===== src/rtl/gn3_fade.sv =====
`timescale 1ns / 1ps
`default_nettype none
// ---------------------------------------------------------------------------
// gn3_fade
// Quintic fade curve over three registered multiply stages.
// ---------------------------------------------------------------------------
module gn3_fade #(
   parameter int FracBits = 16
) (
   input  wire                        clock,
   input  wire                        adv,
   input  wire  [FracBits-1:0]        t_in,
   output logic signed [FracBits+2:0] fade_out
);
   localparam int W = FracBits + 3;
   // inner term reaches 10.0, so it needs two more bits
   localparam int WI = FracBits + 5;
   localparam longint One = 64'sd1 <<< FracBits;
   logic signed [W-1:0] t1_ff, sq_ff, cube_ff, f_ff;
   logic signed [WI-1:0] inner_ff, inner2_ff;
   logic signed [63:0] p_in, s_in, c_in, f_in;
   always_comb begin
      s_in = (64'(signed'({1'b0, t_in})) * 64'(signed'({1'b0, t_in}))) >>> FracBits;
      p_in = ((64'(signed'({1'b0, t_in})) * (64'(signed'({1'b0, t_in})) * 6 - 15 * One))
         >>> FracBits) + 10 * One;
      c_in = (64'(sq_ff) * 64'(t1_ff)) >>> FracBits;
      f_in = (64'(cube_ff) * 64'(inner2_ff)) >>> FracBits;
   end
   always_ff @(posedge clock) begin
      if (adv) begin
         t1_ff <= W'(signed'({1'b0, t_in}));
         sq_ff <= W'(s_in);
         inner_ff <= WI'(p_in);
         cube_ff <= W'(c_in);
         inner2_ff <= inner_ff;
         f_ff <= W'(f_in);
      end
   end
   assign fade_out = f_ff;
endmodule
`default_nettype wire


===== config.mk =====
export PLATFORM = sky130hd
export DESIGN_NAME = gn3_fade
export DESIGN_NICKNAME = d
export VERILOG_FILES = /design/src/rtl/gn3_fade.sv
export SDC_FILE = /design/constraint.sdc
export NUM_CORES = 2
export LEC_CHECK = 0
export BUFFER_PORTS_ARGS = -buffer_cell sky130_fd_sc_hd__buf_2
export CAP_MARGIN = 20
export CORE_MARGIN = 5
export CORE_UTILIZATION = 38
export CTS_BUF_LIST = sky130_fd_sc_hd__clkbuf_16
export DETAILED_ROUTE_END_ITERATION = 6
export GPL_ROUTABILITY_DRIVEN = 0
export PLACE_DENSITY = 0.58
export SYNTH_ARGS = -nofsm -noshare
export SYNTH_HDL_FRONTEND = slang
export SYNTH_SLANG_ARGS = --single-unit

===== constraint.sdc =====
create_clock -name clock -period 21.3 [get_ports clock]
set_clock_uncertainty 0.05 [all_clocks]
set_input_delay 2.13 -clock clock [delete_from_list [all_inputs] [get_ports clock]]
set_output_delay 2.13 -clock clock [all_outputs]
set_load 0.005 [all_outputs]

==> reports/metrics.yaml <==
yosys_register_bits: 109
clkSinkCount: 109
cpLargestDelayFamily: "adder cells"
cp_slowest_stage_delay_ns: 0.60
syn-num-nets: 5805
antenna_found_initial: 1
slowest_stage: "buf_2"
drt-pass1-iter-count: 7
period_share_pct: 56.3
crit_arrival_ns: 12.08
dominantRegCellSynth: "edfxtp_1"
drive_gt1_share_pct: 2.70
grt_pass1_vias: 30900
max_freq_ghz: 0.0834
cp_max_fo: 31
finalSetupViolCount: 0
clk_latency_ns: 0.41
via_count: 27800
syn_area_per_cell_um2: 9.38
ys_async_sr_fraction_pct: 0
num_rows: 121
crit_type: "in2reg"
worstPathRequired_ns: 21.39
postCtsSetupRepairBufs: 0
die_area_um2: 115000
htreeDepth: 3
nets: 5735
max_slew_margin_pct: 24.0
drt_wl_total_um: 99600
grt_max_degree: 64
grt_use_total_pct: 18.1
vias_per_cell: 4.83
yosys_warnings: 0
syn_inst: 4405
final_common_cell: "inv_1"
drtIter0Drc: 1358
ys_seq_area_share_pct: 7.92
drv_cap: 0
cts_hold_buf: 0
rsz0062_at_grt: "false"
area_growth_pct: 4.82
cts-root-buf: "clkbuf_16"
core_region_area_um2: 108000
path_buf_inv: 9
io_buffers: 36
numCtsBuffers: 9
slew_viol_final: 0
hold_class: "reg2reg"
cts_tree: "done"
drc_errors: 0
hold-path-cell-count: 0
ctsLongestPathBuffers: 2
synth_area_um2: 41300
ys_types: 74
fp.dieW_um: 340
crit_top_cell: "fa_1"
cts_resized: 0
status: "completed"
worst_pin_slew_ns: 1.14
fillers: 10900
synth_edf_count: 109
grt_pass1_wl_um: 167000
worstSetupPathDepth: 36
grt_overflow: 0
ios: 37
wire_per_inst_um: 17.3
clk_pin_slew_ns: 0.08
hold_violations: 0
final_util_pct: 40.0
worst_setup_path_start_kind: "input pin"
final.setup.tns_ns: 0
hpwlAfterDp_um: 78800
ant_nets: 0
endpoint_kind: "flop"
chipHeight_um: 340
layout_common_cells: "1255 x inv_1, 981 x fa_1, 622 x nand2_1"
timing.final.crit_period_ns: 12.00
worst-r2r-cell-count: 21
start_util_pct: 38.1
## sequential cells by signal, summed over array words and instances (netlist names)
| signal | flops |
|---|---|
| t1_ff | 16 |
| inner2_ff | 21 |
| fade_out | 19 |
| sq_ff | 16 |
| inner_ff | 21 |
| cube_ff | 16 |
## cells in the mapped netlist (all sizes together) (5+ instances only)
library cell / instances / area, um2
a211oi: 10 / 75.1
a21o: 28 / 210
a21oi: 59 / 299
and2: 310 / 1940
and3: 12 / 75.1
buf: 15 / 70.1
clkbuf: 138 / 518
clkinv: 5 / 18.8
edfxtp: 109 / 3270
fa: 981 / 19600
ha: 401 / 5020
inv: 1258 / 4720
mux2: 12 / 135
mux2i: 6 / 60.1
nand2: 622 / 2330
nand2b: 24 / 150
nand3: 10 / 50.1
nand4: 8 / 50.1
nor2: 108 / 405
nor2b: 12 / 75.1
nor3: 21 / 105
o211ai: 7 / 52.6
o21a: 22 / 165
o21ai: 37 / 185
o21bai: 8 / 60.1
o31ai: 7 / 71.3
or2: 10 / 62.6
xnor2: 82 / 726
xor2: 27 / 236
## routing by layer
layer  routed length [um]  track usage, %  vias to the layer above
met5                    0               0                        -
met2                48200            30.9                      617
met3                 5020            2.15                      139
li1                     -               -                    12600
met4                 2570            4.79                        0
met1                43800            24.6                    14400
## cell type report
type / count / area, um2 / area share [%]
multi-input cells: 2880 / 32700 / 75.6
inverters: 1263 / 4740 / 10.9
flip-flops and latches: 109 / 3270 / 7.55
well taps: 1414 / 1770 / 4.08
repair buffers: 72 / 460 / 1.06
clock buffers: 9 / 225 / 0.520
clock inverters: 7 / 108 / 0.248
diodes: 1 / 2.50 / 0.00578
## final timing paths
kind                start       endpoint  slack [ns]
max               t_in[4]   inner_ff[20]        9.30
min          inner_ff[15]  inner2_ff[15]        0.37
max reg2reg    cube_ff[8]   fade_out[18]       13.95
min reg2reg  inner_ff[15]  inner2_ff[15]        0.37
## kinds of logic (layout without fill, tap and decap cells)
family	Yosys count	count (layout)	synth area share (%)
buffers and inverters	1416	1351	12.9
adders and majority gates	1382	1382	59.6
and+or+nand+nor	1147	1147	12.9
AOI/OAI and AO/OA	224	224	3.85
xor gates and xnor gates	109	109	2.33
DFF	109	109	7.92
muxes	18	18	0.472
other	0	1	0
## worst register-to-register path: stages, from the launching register on
cell and delay (ns):
edfxtp_1 1.05, nand2_1 0.20, fa_1 0.55, inv_1 0.06
fa_1 0.48, inv_1 0.05, fa_1 0.50, inv_1 0.05
fa_1 0.52, inv_1 0.05, fa_1 0.49, inv_1 0.06
fa_1 0.50, ha_1 0.36, and3_1 0.21, and3_1 0.16
nand4b_1 0.11, o21ai_1 0.73, a211oi_1 0.21, o31ai_1 0.39
a21oi_1 0.14, xnor2_1 0.25
## through the flow
stage                     setup slack, ns  area (um2)  hold WS [ns]  std cells
after detailed placement             8.90       43000         0.355       5737
final                                9.30       43300         0.373       5755
after floorplan                     10.18       41300         0.350       4405
after CTS                            9.31       43300         0.373       5753
after global placement               9.09       43000         0.353       5737
after global routing                 8.70       43300         0.377       5755
Power is not shown: default switching activity piles up to over one toggle a cycle in this logic, so the estimate is an artifact.
